## src/rtl/dar_pkg.sv

```systemverilog
// Shared types and status codes for the DNS A-record response parser.
`timescale 1ns / 1ps
`default_nettype none

package dar_pkg;

  // One payload byte of the datagram.
  typedef struct packed {
    logic [7:0] data_byte;
    logic       last_byte;
  } dar_in_t;

  // One result word: hostname character or end-of-packet verdict.
  typedef struct packed {
    logic        kind;
    logic [7:0]  name_char;
    logic [2:0]  status;
    logic [15:0] query_id;
    logic [1:0]  addr_count;
    logic [31:0] addr_first;
    logic [31:0] addr_second;
    logic [31:0] addr_third;
  } dar_out_t;

  // Result kinds.
  localparam logic KIND_CHAR    = 1'b0;
  localparam logic KIND_VERDICT = 1'b1;

  // Verdict status codes.
  localparam logic [2:0] ST_OK         = 3'd0;
  localparam logic [2:0] ST_TRUNCATED  = 3'd1;
  localparam logic [2:0] ST_NOT_RESP   = 3'd2;
  localparam logic [2:0] ST_BAD_COUNTS = 3'd3;
  localparam logic [2:0] ST_BAD_QUERY  = 3'd4;
  localparam logic [2:0] ST_BAD_V4_LEN = 3'd5;
  localparam logic [2:0] ST_NAME_LONG  = 3'd6;

  // Protocol constants.
  localparam logic [15:0] FLAG_RESPONSE = 16'h8000;
  localparam logic [15:0] TYPE_A        = 16'd1;
  localparam logic [15:0] CLASS_IN      = 16'd1;
  localparam logic [15:0] V4_LEN        = 16'd4;
  localparam logic [3:0]  HDR_LAST_IDX  = 4'd11;
  localparam logic [3:0]  RR_LAST_IDX   = 4'd11;

endpackage

`default_nettype wire

```

## src/rtl/dns_a_response_parser.sv

```systemverilog
// Top level: byte-serial DNS response parser with A-record extraction.
`timescale 1ns / 1ps
`default_nettype none

// Takes one datagram byte per cycle on the input channel and parses it in a
// single registered pass: every accepted byte updates the parse state and,
// when it produces a result, writes one word into the output register or its
// skid entry. Sustained rate is one byte per clock; the only thing that holds
// the input off is back-pressure on the output once both the output register
// and the one-entry skid register behind it are full. Results are hostname
// characters (kind 0, dots between labels) streamed while the query name goes
// by, and one verdict word (kind 1) on the byte marked last, carrying status,
// transaction id and up to three IPv4 addresses from type A / class IN answers.
// Answer names are assumed to be 2-byte pointers. After the verdict the
// control state clears for the next datagram. MAX_ADDRS caps the addresses
// kept (parsing stops once reached); MAX_NAME caps the hostname length.
module dns_a_response_parser #(
  parameter int MAX_ADDRS = 3,
  parameter int MAX_NAME  = 256
) (
  input  wire logic             clk_i,
  input  wire logic             rst_ni,
  input  wire logic             in_valid_i,
  output logic                  in_stall_o,
  input  wire dar_pkg::dar_in_t in_word_i,
  output logic                  out_valid_o,
  input  wire logic             out_stall_i,
  output dar_pkg::dar_out_t     out_word_o
);

  localparam int CntW  = $clog2(MAX_ADDRS + 1);
  localparam int NameW = $clog2(MAX_NAME + 1);

  // Parse phases.
  localparam logic [2:0] PH_HDR   = 3'd0;
  localparam logic [2:0] PH_NAME  = 3'd1;
  localparam logic [2:0] PH_QTAIL = 3'd2;
  localparam logic [2:0] PH_RRHDR = 3'd3;
  localparam logic [2:0] PH_ADDR  = 3'd4;
  localparam logic [2:0] PH_SKIP  = 3'd5;
  localparam logic [2:0] PH_DONE  = 3'd6;

  // ---------------------------------------------------------------------------
  // Parse state
  // ---------------------------------------------------------------------------
  logic [2:0]       phase_q, phase_d;
  logic [3:0]       fidx_q, fidx_d;
  logic [31:0]      shift_q, shift_d;
  logic [15:0]      txid_q, txid_d;
  logic [15:0]      ans_left_q, ans_left_d;
  logic [7:0]       label_left_q, label_left_d;
  logic [NameW-1:0] name_len_q, name_len_d;
  logic             rr_is_type_a_q, rr_is_type_a_d;   // answer type == A
  logic             rr_is_class_in_q, rr_is_class_in_d; // answer class == IN
  logic [15:0]      rr_left_q, rr_left_d;
  logic [CntW-1:0]  found_cnt_q, found_cnt_d;
  logic [31:0]      found_q [MAX_ADDRS];
  logic [31:0]      found_d [MAX_ADDRS];
  logic [2:0]       verdict_q, verdict_d;

  logic [31:0]      slot_w [3];

  logic              accept_in;
  logic              res_fire;
  dar_pkg::dar_out_t res_w;

  // Output register and skid entry.
  logic              out_valid_q, out_valid_d;
  logic              skid_valid_q, skid_valid_d;
  dar_pkg::dar_out_t out_q, out_d;
  dar_pkg::dar_out_t skid_q, skid_d;
  logic              out_take;

  assign in_stall_o = skid_valid_q;
  assign accept_in  = in_valid_i && !skid_valid_q;

  // Address slots of the verdict, padded to three.
  for (genvar k = 0; k < 3; k++) begin : g_slot
    if (k < MAX_ADDRS) begin : g_have
      assign slot_w[k] = found_d[k];
    end else begin : g_none
      assign slot_w[k] = '0;
    end
  end

  always_comb begin
    logic [7:0]  b;
    logic        last;
    logic        emit;
    logic [7:0]  ch;
    logic        finish;
    logic        room;
    logic        is_a;
    logic [15:0] ans_dec;
    logic [2:0]  verdict_fin;
    logic [CntW+1:0] cnt_ext;

    b      = in_word_i.data_byte;
    last   = in_word_i.last_byte;
    emit   = 1'b0;
    ch     = '0;
    finish = 1'b0;
    room   = 1'b0;
    is_a   = 1'b0;
    ans_dec = '0;
    verdict_fin = '0;
    cnt_ext = '0;

    phase_d          = phase_q;
    fidx_d           = fidx_q;
    shift_d          = shift_q;
    txid_d           = txid_q;
    ans_left_d       = ans_left_q;
    label_left_d     = label_left_q;
    name_len_d       = name_len_q;
    rr_is_type_a_d   = rr_is_type_a_q;
    rr_is_class_in_d = rr_is_class_in_q;
    rr_left_d        = rr_left_q;
    found_cnt_d      = found_cnt_q;
    found_d          = found_q;
    verdict_d        = verdict_q;
    res_w            = '0;
    res_fire         = 1'b0;

    if (accept_in) begin
      // Room for one more hostname character.
      room = (32'(name_len_q) < MAX_NAME);

      unique case (phase_q)
        PH_HDR: begin
          shift_d = {shift_q[23:0], b};
          if (fidx_q == 4'd1) txid_d = shift_d[15:0];
          if (fidx_q == 4'd3 && (shift_d[15:0] & dar_pkg::FLAG_RESPONSE) == 16'd0 &&
              verdict_q == dar_pkg::ST_OK) begin
            verdict_d = dar_pkg::ST_NOT_RESP;
          end
          if (fidx_q == 4'd5 && shift_d[15:0] != 16'd1 &&
              verdict_d == dar_pkg::ST_OK) begin
            verdict_d = dar_pkg::ST_BAD_COUNTS;
          end
          if (fidx_q == 4'd7) begin
            ans_left_d = shift_d[15:0];
            if (shift_d[15:0] == 16'd0 && verdict_d == dar_pkg::ST_OK) begin
              verdict_d = dar_pkg::ST_BAD_COUNTS;
            end
          end
          if (fidx_q >= dar_pkg::HDR_LAST_IDX) begin
            fidx_d  = '0;
            phase_d = (verdict_d != dar_pkg::ST_OK) ? PH_DONE : PH_NAME;
          end else begin
            fidx_d = fidx_q + 4'd1;
          end
        end
        PH_NAME: begin
          if (label_left_q == 8'd0) begin
            if (b == 8'd0) begin
              phase_d = PH_QTAIL;
              fidx_d  = '0;
            end else begin
              label_left_d = b;
              if (name_len_q != '0) begin
                if (room) begin
                  name_len_d = name_len_q + NameW'(1);
                  emit       = 1'b1;
                  ch         = 8'h2e;  // '.'
                end else begin
                  verdict_d = dar_pkg::ST_NAME_LONG;
                  phase_d   = PH_DONE;
                end
              end
            end
          end else begin
            label_left_d = label_left_q - 8'd1;
            if (room) begin
              name_len_d = name_len_q + NameW'(1);
              emit       = 1'b1;
              ch         = b;
            end else begin
              verdict_d = dar_pkg::ST_NAME_LONG;
              phase_d   = PH_DONE;
            end
          end
        end
        PH_QTAIL: begin
          shift_d = {shift_q[23:0], b};
          if (fidx_q >= 4'd3) begin
            fidx_d = '0;
            if (shift_d[31:16] != dar_pkg::TYPE_A || shift_d[15:0] != dar_pkg::CLASS_IN) begin
              verdict_d = dar_pkg::ST_BAD_QUERY;
              phase_d   = PH_DONE;
            end else begin
              phase_d = PH_RRHDR;
            end
          end else begin
            fidx_d = fidx_q + 4'd1;
          end
        end
        PH_RRHDR: begin
          shift_d = {shift_q[23:0], b};
          if (fidx_q == 4'd3) rr_is_type_a_d   = (shift_d[15:0] == dar_pkg::TYPE_A);
          if (fidx_q == 4'd5) rr_is_class_in_d = (shift_d[15:0] == dar_pkg::CLASS_IN);
          if (fidx_q >= dar_pkg::RR_LAST_IDX) begin
            is_a      = rr_is_type_a_d && rr_is_class_in_d;
            rr_left_d = shift_d[15:0];
            fidx_d    = '0;
            if (is_a && shift_d[15:0] == dar_pkg::V4_LEN) begin
              phase_d = PH_ADDR;
            end else begin
              if (is_a) verdict_d = dar_pkg::ST_BAD_V4_LEN;
              if (shift_d[15:0] == 16'd0) begin
                finish = 1'b1;
              end else begin
                phase_d = PH_SKIP;
              end
            end
          end else begin
            fidx_d = fidx_q + 4'd1;
          end
        end
        PH_ADDR: begin
          shift_d = {shift_q[23:0], b};
          if (fidx_q >= 4'd3) begin
            if (32'(found_cnt_q) < MAX_ADDRS) begin
              for (int i = 0; i < MAX_ADDRS; i++) begin
                if (32'(found_cnt_q) == i) found_d[i] = shift_d;
              end
              found_cnt_d = found_cnt_q + CntW'(1);
            end
            finish = 1'b1;
          end else begin
            fidx_d = fidx_q + 4'd1;
          end
        end
        PH_SKIP: begin
          rr_left_d = rr_left_q - 16'd1;
          if (rr_left_d == 16'd0) finish = 1'b1;
        end
        default: begin
        end
      endcase

      // End of one answer record.
      if (finish) begin
        fidx_d = '0;
        if (verdict_d != dar_pkg::ST_OK) begin
          phase_d = PH_DONE;
        end else begin
          ans_dec    = ans_left_q - 16'd1;
          ans_left_d = ans_dec;
          if (ans_dec == 16'd0 || 32'(found_cnt_d) >= MAX_ADDRS) begin
            phase_d = PH_DONE;
          end else begin
            phase_d = PH_RRHDR;
          end
        end
      end

      if (last) begin
        verdict_fin = (phase_d != PH_DONE) ? dar_pkg::ST_TRUNCATED : verdict_d;
        cnt_ext     = {2'b00, found_cnt_d};
        res_fire          = 1'b1;
        res_w.kind        = dar_pkg::KIND_VERDICT;
        res_w.status      = verdict_fin;
        res_w.query_id    = txid_d;
        if (verdict_fin == dar_pkg::ST_OK) begin
          res_w.addr_count  = cnt_ext[1:0];
          res_w.addr_first  = (32'(found_cnt_d) > 0) ? slot_w[0] : '0;
          res_w.addr_second = (32'(found_cnt_d) > 1) ? slot_w[1] : '0;
          res_w.addr_third  = (32'(found_cnt_d) > 2) ? slot_w[2] : '0;
        end
        // Clear for the next datagram.
        phase_d          = PH_HDR;
        fidx_d           = '0;
        txid_d           = '0;
        ans_left_d       = '0;
        label_left_d     = '0;
        name_len_d       = '0;
        rr_is_type_a_d   = 1'b0;
        rr_is_class_in_d = 1'b0;
        rr_left_d        = '0;
        found_cnt_d      = '0;
        verdict_d        = dar_pkg::ST_OK;
      end else if (emit) begin
        res_fire        = 1'b1;
        res_w.kind      = dar_pkg::KIND_CHAR;
        res_w.name_char = ch;
      end
    end
  end

  // ---------------------------------------------------------------------------
  // Output register with one skid entry
  // ---------------------------------------------------------------------------
  assign out_take = out_valid_q && !out_stall_i;

  always_comb begin
    out_valid_d  = out_valid_q;
    skid_valid_d = skid_valid_q;
    out_d        = out_q;
    skid_d       = skid_q;
    if (out_take || !out_valid_q) begin
      if (skid_valid_q) begin
        // No new word can arrive while the skid entry is full.
        out_d        = skid_q;
        out_valid_d  = 1'b1;
        skid_valid_d = 1'b0;
      end else begin
        out_d       = res_w;
        out_valid_d = res_fire;
      end
    end else if (res_fire) begin
      skid_d       = res_w;
      skid_valid_d = 1'b1;
    end
  end

  assign out_valid_o = out_valid_q;
  assign out_word_o  = out_q;

  always_ff @(posedge clk_i or negedge rst_ni) begin
    if (!rst_ni) begin
      phase_q          <= PH_HDR;
      fidx_q           <= '0;
      txid_q           <= '0;
      ans_left_q       <= '0;
      label_left_q     <= '0;
      name_len_q       <= '0;
      rr_is_type_a_q   <= 1'b0;
      rr_is_class_in_q <= 1'b0;
      rr_left_q        <= '0;
      found_cnt_q      <= '0;
      verdict_q        <= dar_pkg::ST_OK;
      out_valid_q      <= 1'b0;
      skid_valid_q     <= 1'b0;
    end else begin
      phase_q          <= phase_d;
      fidx_q           <= fidx_d;
      txid_q           <= txid_d;
      ans_left_q       <= ans_left_d;
      label_left_q     <= label_left_d;
      name_len_q       <= name_len_d;
      rr_is_type_a_q   <= rr_is_type_a_d;
      rr_is_class_in_q <= rr_is_class_in_d;
      rr_left_q        <= rr_left_d;
      found_cnt_q      <= found_cnt_d;
      verdict_q        <= verdict_d;
      out_valid_q      <= out_valid_d;
      skid_valid_q     <= skid_valid_d;
    end
  end

  // Payload registers: field shifter, kept addresses, output words.
  always_ff @(posedge clk_i) begin
    shift_q <= shift_d;
    found_q <= found_d;
    out_q   <= out_d;
    skid_q  <= skid_d;
  end

  // ---------------------------------------------------------------------------
  // Assertions
  // ---------------------------------------------------------------------------
  a_skid_behind_out : assert property (@(posedge clk_i) disable iff (!rst_ni)
    skid_valid_q |-> out_valid_q)
    else $error("skid entry full while output register empty");

  a_char_word_clean : assert property (@(posedge clk_i) disable iff (!rst_ni)
    out_valid_o && out_word_o.kind == dar_pkg::KIND_CHAR |->
      out_word_o.status == dar_pkg::ST_OK && out_word_o.query_id == 16'd0 &&
      out_word_o.addr_count == 2'd0)
    else $error("character word carries verdict fields");

  a_fail_no_addrs : assert property (@(posedge clk_i) disable iff (!rst_ni)
    out_valid_o && out_word_o.kind == dar_pkg::KIND_VERDICT &&
      out_word_o.status != dar_pkg::ST_OK |->
      out_word_o.addr_count == 2'd0 && out_word_o.addr_first == 32'd0)
    else $error("failed verdict reports addresses");

  a_skid_fill : assert property (@(posedge clk_i) disable iff (!rst_ni)
    $rose(skid_valid_q) |-> $past(out_valid_q && out_stall_i))
    else $error("skid entry filled without output back-pressure");

endmodule

`default_nettype wire
```

## config.mk

```make
export PLATFORM = sky130hd
export DESIGN_NAME = dns_a_response_parser
export DESIGN_NICKNAME = d
export VERILOG_FILES = /design/src/rtl/dar_pkg.sv /design/src/rtl/dns_a_response_parser.sv
export SDC_FILE = /design/constraint.sdc
export NUM_CORES = 1
export LEC_CHECK = 0
export BUFFER_PORTS_ARGS = -buffer_cell sky130_fd_sc_hd__buf_2
export CORE_MARGIN = 2
export CORE_UTILIZATION = 52
export DETAILED_ROUTE_END_ITERATION = 7
export PLACE_DENSITY = 0.8
export SLEW_MARGIN = 20
export SYNTH_ARGS = -nofsm -noshare
export SYNTH_HDL_FRONTEND = slang
export SYNTH_SLANG_ARGS = --single-unit
```

## constraint.sdc

```tcl
create_clock -name clk_i -period 22.1 [get_ports clk_i]
set_input_delay 4.42 -clock clk_i [delete_from_list [all_inputs] [get_ports clk_i]]
set_output_delay 4.42 -clock clk_i [all_outputs]
set_load 0.05 [all_outputs]
```

==> After elaboration in Yosys (flattened, before gate mapping) <==
Index checks and enable logic that the tools add are counted.
{ "word_totals": {"regBits": 453, "input_bits": 13, "output_inout_bits": 128, "elab_cells": 240} }
{ "classes": {"n_addsub": 6, "order_cmp": 8, "eq_ne": 22, "mux": 126, "n_bitwise": 1, "n_reduce_logical": 44} }
{ "ops": {"columns": ["op", "count"], "rows": [
  ["$mux W96", 4],
  ["$mux W126", 2],
  ["$mux W32", 6],
  ["$mux W16", 10],
  ["$mux W117", 1],
  ["$mux W3", 38],
  ["$mux W98", 1],
  ["$mux W8", 9],
  ["$logic_not A16 Y1", 4],
  ["$mux W9", 6],
  ["$ne A16 B1 Y1 const B", 2],
  ["$pmux W16 S2", 1],
  ["$sub A16 B1 Y16 const B", 2],
  ["$mux W1", 29],
  ["$mux W4", 7],
  ["$pmux W3 S4", 2],
  ["$mux W6", 3],
  ["$eq A16 B1 Y1 const B", 1],
  ["$eq A16 B3 Y1 const B", 1],
  ["$logic_not A8 Y1", 2],
  ["$pmux W4 S4", 1],
  ["$logic_not A3 Y1", 5],
  ["$ne A4 B4 Y1 const B", 3],
  ["$mux W2", 5],
  ["37 further kinds", 62]
]} }

==> Longest topological paths before layout <==
Gate-level depths: netlist of run 1.
{ "logic_depth": {"word_depth": 30, "ltp_mapped": 14, "depth_no_buf": 10} }

==> Worst setup path after synthesis of run 1 <==
OpenSTA, ideal clock, no wires.
{ "synth_path": {"path_kind": "input to register", "start": "input port out_stall_i", "end": "register skid_q[0] in the netlist's numbering (enable)", "setup_time_ns": 0.625, "arrival_ns": 13.243, "required_ns": 21.475, "path_slack_ns": 8.232, "path_stages": 2, "n_path_buf": 0, "cell_sequence": "nand2_1 -> nor2b_1"} }
{ "synth_via": {"elab_chain_cells": 5} }
{ "synth_lines": {"columns": ["item", "line_no", "source"], "rows": [
  ["from (decl)", "dns_a_response_parser.sv:27", "input wire logic out_stall_i,"],
  ["$logic_not A1 Y1", "dns_a_response_parser.sv:294", "assign out_take = out_valid_q && !out_stall_i;"],
  ["$logic_and A1 B1 Y1", "dns_a_response_parser.sv:294", null],
  ["$logic_or A1 B1 Y1", "dns_a_response_parser.sv:301", "if (out_take || !out_valid_q) begin"],
  ["$not A1 Y1 (no line)", null, null],
  ["$reduce_and A2 Y1 (no line)", null, null],
  ["to (signal assigned)", "dns_a_response_parser.sv:357", "skid_q <= skid_d;"],
  ["to (decl)", "dns_a_response_parser.sv:71", "dar_pkg::dar_out_t skid_q, skid_d;"]
]} }
No other way between the ends.
A chain may end at the register's enable or synchronous reset.

==> Worst setup path in the final report of run 1 <==
{ "layout_path": {"start": "input port in_word_i[7] in the netlist's numbering", "end": "register out_q, in the netlist out_word_o[96], data pin"} }
{ "layout_via": {"elab_chain_cells": 25, "word_cells_on_any_way": 61, "cone_classes": "4 x eq/ne; 45 x mux; 12 x reduce/logical"} }
{ "layout_lines": {"columns": ["item", "line_no", "source"], "rows": [
  ["from (decl)", "dns_a_response_parser.sv:25", "input wire dar_pkg::dar_in_t in_word_i,"],
  ["$ne A16 B1 Y1", "dns_a_response_parser.sv:137, dns_a_response_parser.sv:188", null],
  ["$logic_and A1 B1 Y1 (2 in a row)", "dns_a_response_parser.sv:137", "if (fidx_q == 4'd5 && shift_d[15:0] != 16'd1 &&"],
  ["$mux W3", "dns_a_response_parser.sv:137", null],
  ["$mux W3", "dns_a_response_parser.sv:129", "unique case (phase_q)"],
  ["$mux W3", "dns_a_response_parser.sv:125", "if (accept_in) begin"],
  ["$logic_not A3 Y1", "dns_a_response_parser.sv:143", "if (shift_d[15:0] == 16'd0 && verdict_d == dar_pkg::ST_OK) begin"],
  ["$logic_and A1 B1 Y1", "dns_a_response_parser.sv:143", null],
  ["$mux W3", "dns_a_response_parser.sv:143", null],
  ["[8 not listed]", null, null],
  ["$mux W3", "dns_a_response_parser.sv:125", null],
  ["$ne A3 B3 Y1", "dns_a_response_parser.sv:259", "verdict_fin = (phase_d != PH_DONE) ? dar_pkg::ST_TRUNCATED : verdict_d;"],
  ["$mux W3 *", "dns_a_response_parser.sv:259", null],
  ["$logic_not A3 Y1 *", "dns_a_response_parser.sv:265", "if (verdict_fin == dar_pkg::ST_OK) begin"],
  ["$mux W98 *", "dns_a_response_parser.sv:265", null],
  ["$mux W117 *", "dns_a_response_parser.sv:258", "if (last) begin"],
  ["$mux W126 *", "dns_a_response_parser.sv:125", null],
  ["$mux W126 *", "dns_a_response_parser.sv:302", "if (skid_valid_q) begin"],
  ["to (signal assigned)", "dns_a_response_parser.sv:356", "out_q <= out_d;"],
  ["to (decl)", "dns_a_response_parser.sv:70", "dar_pkg::dar_out_t out_q, out_d;"]
]} }
Mark *: on every way between the ends. The rest lies on a longest branch, timed or not. The select of a mux whose other input is x is not followed.

==> results_dict.tcl, run 1 <==
set metrics [dict create \
    antenna_left 0 \
    skew_ns 0.0193 \
    synth_cells 1666 \
    max-slew-margin-rel 0.222 \
    h-tree-depth 2 \
    finalCriticalPeriod_ns 8.00 \
    finalCritPeriodShare 0.362 \
    overflow 0 \
    ios 141 \
    holdPathStages 1 \
    drc 0 \
    initial_utilization 0.529 \
    crit_slowest_cell "a2111oi_0" \
    vdd_drop_max_mv 0.0646 \
    r2r_cells 8 \
    portBuffers 140 \
    place_congestion 0.890 \
    synth_area_per_cell_sq_um 11.6 \
    end_kind "flop" \
    nets 1786 \
    antenna_found_initial 0 \
    max_cap_violations 0 \
    grt_max_degree 88 \
    clkSinkCount 453 \
    crit_type "input pin to flop" \
    status "completed" \
    rsz0062_at_grt "false" \
    cts_resized 0 \
    r2r_slack_ns 17.49 \
    final_cells 2269 \
    clk_path_buf_depth 3 \
    slew_violations 0 \
    synth-seq-area-share 0.631 \
    yosysUniqueCellTypes 77 \
    grt_pass1_wl_um 76500 \
    ctsHoldBuffers 0 \
    root_buffer "clkbuf_16" \
    die_y_um 197 \
    r2r_end "out_word_o[96]$_DFFE_PN_" \
    dp.final_hpwl_um 31400 \
    hold_start "label_left_q[7]$_DFFE_PN0P_" \
    dp.cells 2185 \
    p_per_area_mw_per_mm2 92.4 \
    r2r_start "shift_q[0]$_DFFE_PP_" \
    crit_path_max_incr_delay_ns 0.79 \
    start_kind "input pin" \
    hold_path_class "flop to flop" \
    firstDrtPassIters 7 \
    wl_um 49500 \
    clk_pin_slew_ns 0.06 \
    min_to "label_left_q[7]$_DFFE_PN0P_" \
    avgRoutedWirePerCell_um 21.8 \
    crit_chain "buf_2, or4_1, o41a_1, and2_1, a2111oi_0, o22ai_1, o21ai_1, nand2_2, o31ai_1" \
    required_ns 22.47 \
    grt_pass1_vias 13400 \
    numCtsBuffers 45 \
    core_area_sq_mm 0.0367 \
    yosysWarnings 0 \
    dpl_cell_area_sq_mm 0.0204 \
    holdWs_ns 0.473 \
    viasPerCell 6.03 \
    dieArea_sq_mm 0.0389 \
    fin_util 0.598 \
    die_w_um 197 \
    synth-seq-cells 453 \
    area_delta_synth_final_pct 13.0 \
    drive_gt1_frac 0.170 \
    p_leak_nw 9.88 \
    rows 70 \
    syn_area_sq_mm 0.0194 \
    n_antenna_cell 0 \
    max_freq_mhz 125 \
    finalInstanceArea_sq_mm 0.0219 \
    tns_ns 0 \
    worst_pin_slew_ns 1.16 \
    crit_arrival_ns 8.37 \
    worstSkewPairLatency_ns 0.56 \
    vias 13700 \
    setup_viol 0 \
    synthArstFlopShare 0.179 \
    path_max_fanout 47 \
    synth_edf_count 276 \
    post-cts-setup-buffer-count 0 \
    finalHoldViolCount 0 \
    drt_iter0_drc 1366 \
    synth-main-ff-cell "edfxtp_1" \
    tritoncts "yes" \
    globalRouteTotalUtil 0.256 \
    synth_nets 1688 \
]
[stage by stage]
step,total power [mW],worst slack (ns)
floorplan,1.20,8.23
CTS,2.04,14.21
detailed placement,1.28,13.65
finish,2.03,14.10
global placement,1.28,13.74
global route,2.09,13.90
[Yosys cell counts (all sizes together), types with 4 or more instances]
cell type    n  share of area
edfxtp     276           0.43
nand2      160          0.031
o21ai      157          0.040
nor2       151          0.029
mux2i       99          0.051
dfxtp       96          0.099
inv         96          0.019
clkbuf      86          0.017
dfrtp       81           0.10
nor3        45          0.016
a21oi       41          0.011
a32o        35          0.018
a21o        28          0.011
and3        25         0.0083
buf         25         0.0079
mux2        25          0.015
a22oi       22         0.0085
nor4        21         0.0079
nand3       17         0.0046
a31oi       12         0.0039
o31ai       11         0.0043
or4         10         0.0043
ha           9         0.0058
nand4        9         0.0029
xor2         9         0.0041
and2         8         0.0026
nand2b       7         0.0023
a22o         6         0.0027
nor2b        6         0.0019
o22ai        6         0.0019
nand3b       5         0.0021
nor3b        5         0.0025
nor4b        5         0.0023
o21a         5         0.0019
or3          5         0.0016
o211ai       4         0.0015
o31a         4         0.0018
o32ai        4         0.0018
or2          4         0.0013
or4b         4         0.0021
xnor2        4         0.0018
[power breakdown]
part / leakage (nW) / internal, mW / switching (mW) / total, mW
clock network: 0.716 / 0.438 / 0.321 / 0.759
logic: 4.40 / 0.0681 / 0.208 / 0.276
registers: 4.77 / 0.953 / 0.0371 / 0.990
total: 9.88 / 1.46 / 0.566 / 2.03
[cell type report]
cell class	instances	area, sq um
Clock buffer	59	1260
Clock inverter	25	210
Fill cell	2889	14800
Inverter	96	360
Multi-Input combinational cell	1006	6400
Sequential cell	453	12200
Tap cell	468	586
Timing Repair Buffer	162	872
[sequential cells by signal, summed over array words and instances, names as in the netlist, 2 cells and up]
register      flops
ans_left_q       16
shift_q          24
fidx_q            4
out_word_o      126
rr_left_q        16
phase_q           3
verdict_q         3
skid_q          126
txid_q           16
name_len_q        9
label_left_q      8
found_q          96
found_cnt_q       2
[worst max-delay path by stage]
stage	slack, ns	startpoint	depth (start not counted)	endpoint
floorplan	8.23	out_stall_i	2	skid_q[0]$_DFFE_PP_
global placement	13.74	in_word_i[7]	9	out_word_o[96]$_DFFE_PN_
detailed placement	13.65	in_word_i[7]	9	out_word_o[96]$_DFFE_PN_
CTS	14.21	in_word_i[7]	9	out_word_o[96]$_DFFE_PN_
global route	13.90	in_word_i[7]	9	skid_q[34]$_DFFE_PP_
finish	14.10	in_word_i[7]	9	out_word_o[96]$_DFFE_PN_
[worst max-delay path, delay by kind of cell]
kind,cells,cell delay (ns)
compound gates,5,2.22
buf+inv,1,0.20
simple gates,3,1.53
[cell families after synthesis]
| group | share of synthesized area |
|---|---|
| flip-flops | 0.631 |
| AND/OR/NAND/NOR | 0.127 |
| XOR/XNOR | 0.00587 |
| adder cells (fa/ha/maj) | 0.00580 |
| buffers and inverters | 0.0431 |
| AO/OA/AOI/OAI | 0.123 |
| multiplexers | 0.0656 |
[metal layers]
layer | part of all wire | vias to the layer above | global-route usage
met5 | 0 | - | 0
met4 | 0.049 | 0 | 0.121
met3 | 0.059 | 130 | 0.0360
met2 | 0.49 | 562 | 0.425
met1 | 0.41 | 6719 | 0.334
li1 | - | 6265 | -
[cell usage in the layout (no fill, tap or decap), types with 27 or more instances in the layout]
cell	instances
a21o_1	28
a21oi_1	39
a32o_1	35
buf_2	139
clkbuf_16	47
dfrtp_1	80
dfxtp_1	96
edfxtp_1	276
inv_1	96
mux2i_1	99
nand2_1	157
nor2_1	150
nor3_1	27
o21ai_0	115
o21ai_1	42
Note: power is estimated with default switching activity, not from simulation.
==> run 2, diff against run 1 <==
- ABC_AREA: unset -> 1
- clock period: 22.1 -> 7.5 ns (I/O delays scaled with it)
==> results_dict.tcl, run 2 <==
set metrics [dict create \
    status "completed" \
    antenna_left 0 \
    synth_top_cell_area_share 0.418 \
    dp.final_hpwl_um 33500 \
    die_w_um 199 \
    r2r_end "skid_q[41]$_DFFE_PP_" \
    drc 0 \
    final_cell_mix "nand2_1 (489), edfxtp_1 (276), nor2_1 (260)" \
    synth_compound_area_frac 0.0895 \
    grt_pass1_vias 14300 \
    synth.area.mux_share 0 \
    grt_pass1_wl_um 78800 \
    dp_slack_ns 2.25 \
    seq_area_sq_mm 0.0122 \
    die_y_um 199 \
    avgRoutedWirePerCell_um 18.4 \
    clkSinkCount 453 \
    nets 2239 \
    crit_path_max_incr_delay_ns 0.83 \
    syn_area_sq_mm 0.0198 \
    worst_pin_slew_ns 1.07 \
    critPathMostFrequentCell "nor2_1" \
    multi_input_area_sq_mm 0.00627 \
    hold_start "found_q[78]$_DFF_P_" \
    portBuffers 140 \
    tns_ns 0 \
    synth-adder-area-share 0.00568 \
    synth_nets 2121 \
    wl_um 50900 \
    synthArstFlopShare 0.179 \
    ctsHoldBuffers 0 \
    synth-seq-area-share 0.618 \
    root_buffer "clkbuf_16" \
    vias 15000 \
    min_to "found_q[78]$_DFF_P_" \
    firstDrtPassIters 7 \
    drive_gt1_frac 0.151 \
    synth_top_family_by_area "simple AND/OR/NAND/NOR gates" \
    crit_chain "inv_1, buf_4, nand2_1, nor2_1, nor2_1, nor2_4, buf_16, buf_12" \
    synth_edf_count 276 \
    skew_ns 0.0244 \
    numCtsBuffers 47 \
    hold_path_class "flop to flop" \
    slew_violations 0 \
    r2r_cells 8 \
    finalHoldViolCount 0 \
    grt_max_degree 93 \
    required_ns 7.72 \
    overflow 0 \
    p_per_area_mw_per_mm2 299 \
    fin_util 0.600 \
    finalCriticalPeriod_ns 4.59 \
    place_congestion 0.969 \
    drt_iter0_drc 1405 \
    clk_pin_slew_ns 0.06 \
    max_freq_mhz 218 \
    synth_top_cells_by_count "nand2_1 (490), edfxtp_1 (276), nor2_1 (263), o21ai_0 (237), inv_1 (229)" \
    end_kind "flop" \
    initial_utilization 0.527 \
    start_kind "flop" \
    core_area_sq_mm 0.0376 \
    mostFrequentLayoutCell "nand2_1" \
    h-tree-depth 2 \
    cts_resized 0 \
    yosysUniqueCellTypes 50 \
    r2r_slack_ns 2.91 \
    fillers 3060 \
    synthTopCellsByArea "edfxtp_1 (42%), dfrtp_1 (10%), dfxtp_1 (9.7%)" \
    vdd_drop_max_mv 0.149 \
    finalCritPeriodShare 0.612 \
    yosysWarnings 0 \
    crit_arrival_ns 4.81 \
    p_leak_nw 10.1 \
    rsz0062_at_grt "false" \
    synth.largest_area_cell "edfxtp_1" \
    path_max_fanout 92 \
    r2r_start "in_stall_o$_DFFE_PN0P_" \
    cp_top_family "simple AND/OR/NAND/NOR gates" \
    synth_area_per_cell_sq_um 9.44 \
    tritoncts "yes" \
    synth_cells 2099 \
    synth-main-ff-cell "edfxtp_1" \
    yosysMostFrequentCell "nand2_1" \
    worstSkewPairLatency_ns 0.59 \
    yosys.area_share.simple 0.209 \
    max_cap_violations 0 \
    antenna_found_initial 1 \
    ios 141 \
    holdPathStages 2 \
    synth-seq-cells 453 \
    area_delta_synth_final_pct 13.9 \
    viasPerCell 5.41 \
    rows 71 \
    synthXorXnorAreaFrac 0.0106 \
    critPathBufInv 4 \
    worst_slack_ns 2.91 \
    clk_path_buf_depth 3 \
    n_antenna_cell 0 \
    max-slew-margin-rel 0.286 \
    crit_type "flop to flop" \
    setup_viol 0 \
    crit_slowest_cell "nor2_1" \
    dieArea_sq_mm 0.0397 \
    post-cts-setup-buffer-count 0 \
    globalRouteTotalUtil 0.261 \
]
==> run 2: cell types whose count changed after synthesis, moves of 26 or more <==
cell / before / now
nand2_1: 160 / 490
inv_1: 96 / 229
o21ai_0: 115 / 237
nor2_1: 151 / 263
mux2i_1: 99 / 0
nand3_1: 16 / 64
o21ai_1: 42 / 7
a32o_1: 35 / 2
o22ai_1: 6 / 36
or2_2: 4 / 32
nor2_2: 0 / 27
clkbuf_1: 86 / 60
==> run 2: area by class of cell <==
type | instances | share of cell area
Clock inverter | 14 | 0.00871
Multi-Input combinational cell | 1315 | 0.278
Inverter | 241 | 0.0401
Timing Repair Buffer | 159 | 0.0389
Tap cell | 511 | 0.0283
Sequential cell | 453 | 0.543
Clock buffer | 74 | 0.0631
==> run 2: worst register-to-register path, cell delays in order (launching register included) <==
cell,delay [ns]
dfrtp_4,0.72
inv_1,0.12
buf_4,0.35
nand2_1,0.50
nor2_1,0.83
nor2_1,0.34
nor2_4,0.65
buf_16,0.24
buf_12,0.38
==> run 2: per-stage QoR <==
stage | instances | instance area [sq um] | hold slack [ns] | power, mW
3_3_place_gp | 2678 | 20900 | 0.431 | 4.32
6_report | 2767 | 22600 | 0.468 | 6.75
2_1_floorplan | 2099 | 19800 | 0.416 | 3.97
4_1_cts | 2766 | 22500 | 0.466 | 6.76
5_1_grt | 2767 | 22600 | 0.483 | 7.00
3_5_place_dp | 2678 | 20900 | 0.451 | 4.35
==> run 2: how the worst max path moves through the flow <==
| stage | start | endpoint | slack, ns | cells past startpoint |
|---|---|---|---|---|
| after global placement | in_word_i[4] | skid_q[35]$_DFFE_PP_ | 2.39 | 15 |
| after global routing | in_stall_o$_DFFE_PN0P_ | skid_q[62]$_DFFE_PP_ | 2.61 | 8 |
| after floorplan | in_word_i[2] | skid_q[0]$_DFFE_PP_ | 1.33 | 11 |
| after CTS | in_stall_o$_DFFE_PN0P_ | skid_q[34]$_DFFE_PP_ | 2.76 | 7 |
| after detailed placement | in_word_i[0] | skid_q[46]$_DFFE_PP_ | 2.25 | 6 |
| final | in_stall_o$_DFFE_PN0P_ | skid_q[41]$_DFFE_PP_ | 2.91 | 8 |
==> run 2: routing by layer <==
| layer | wire [um] | vias up | GRT usage |
|---|---|---|---|
| met1 | 20600 | 7095 | 0.342 |
| met3 | 3880 | 137 | 0.0395 |
| li1 | - | 7088 | - |
| met4 | 2250 | 0 | 0.124 |
| met5 | 0 | - | 0 |
| met2 | 24200 | 652 | 0.427 |
==> run 2: logic make-up after synthesis <==
kind of cell,Yosys count
AOI/OAI and AO/OA,330
xor gates and xnor gates,24
buffers and inverters,331
DFF,453
and+or+nand+nor,952
adders and majority gates,9
==> run 2: where the power goes <==
group	switching, mW	total (mW)	internal, mW
logic	0.985	1.29	0.310
clock network	0.982	2.43	1.45
registers	0.120	3.02	2.90
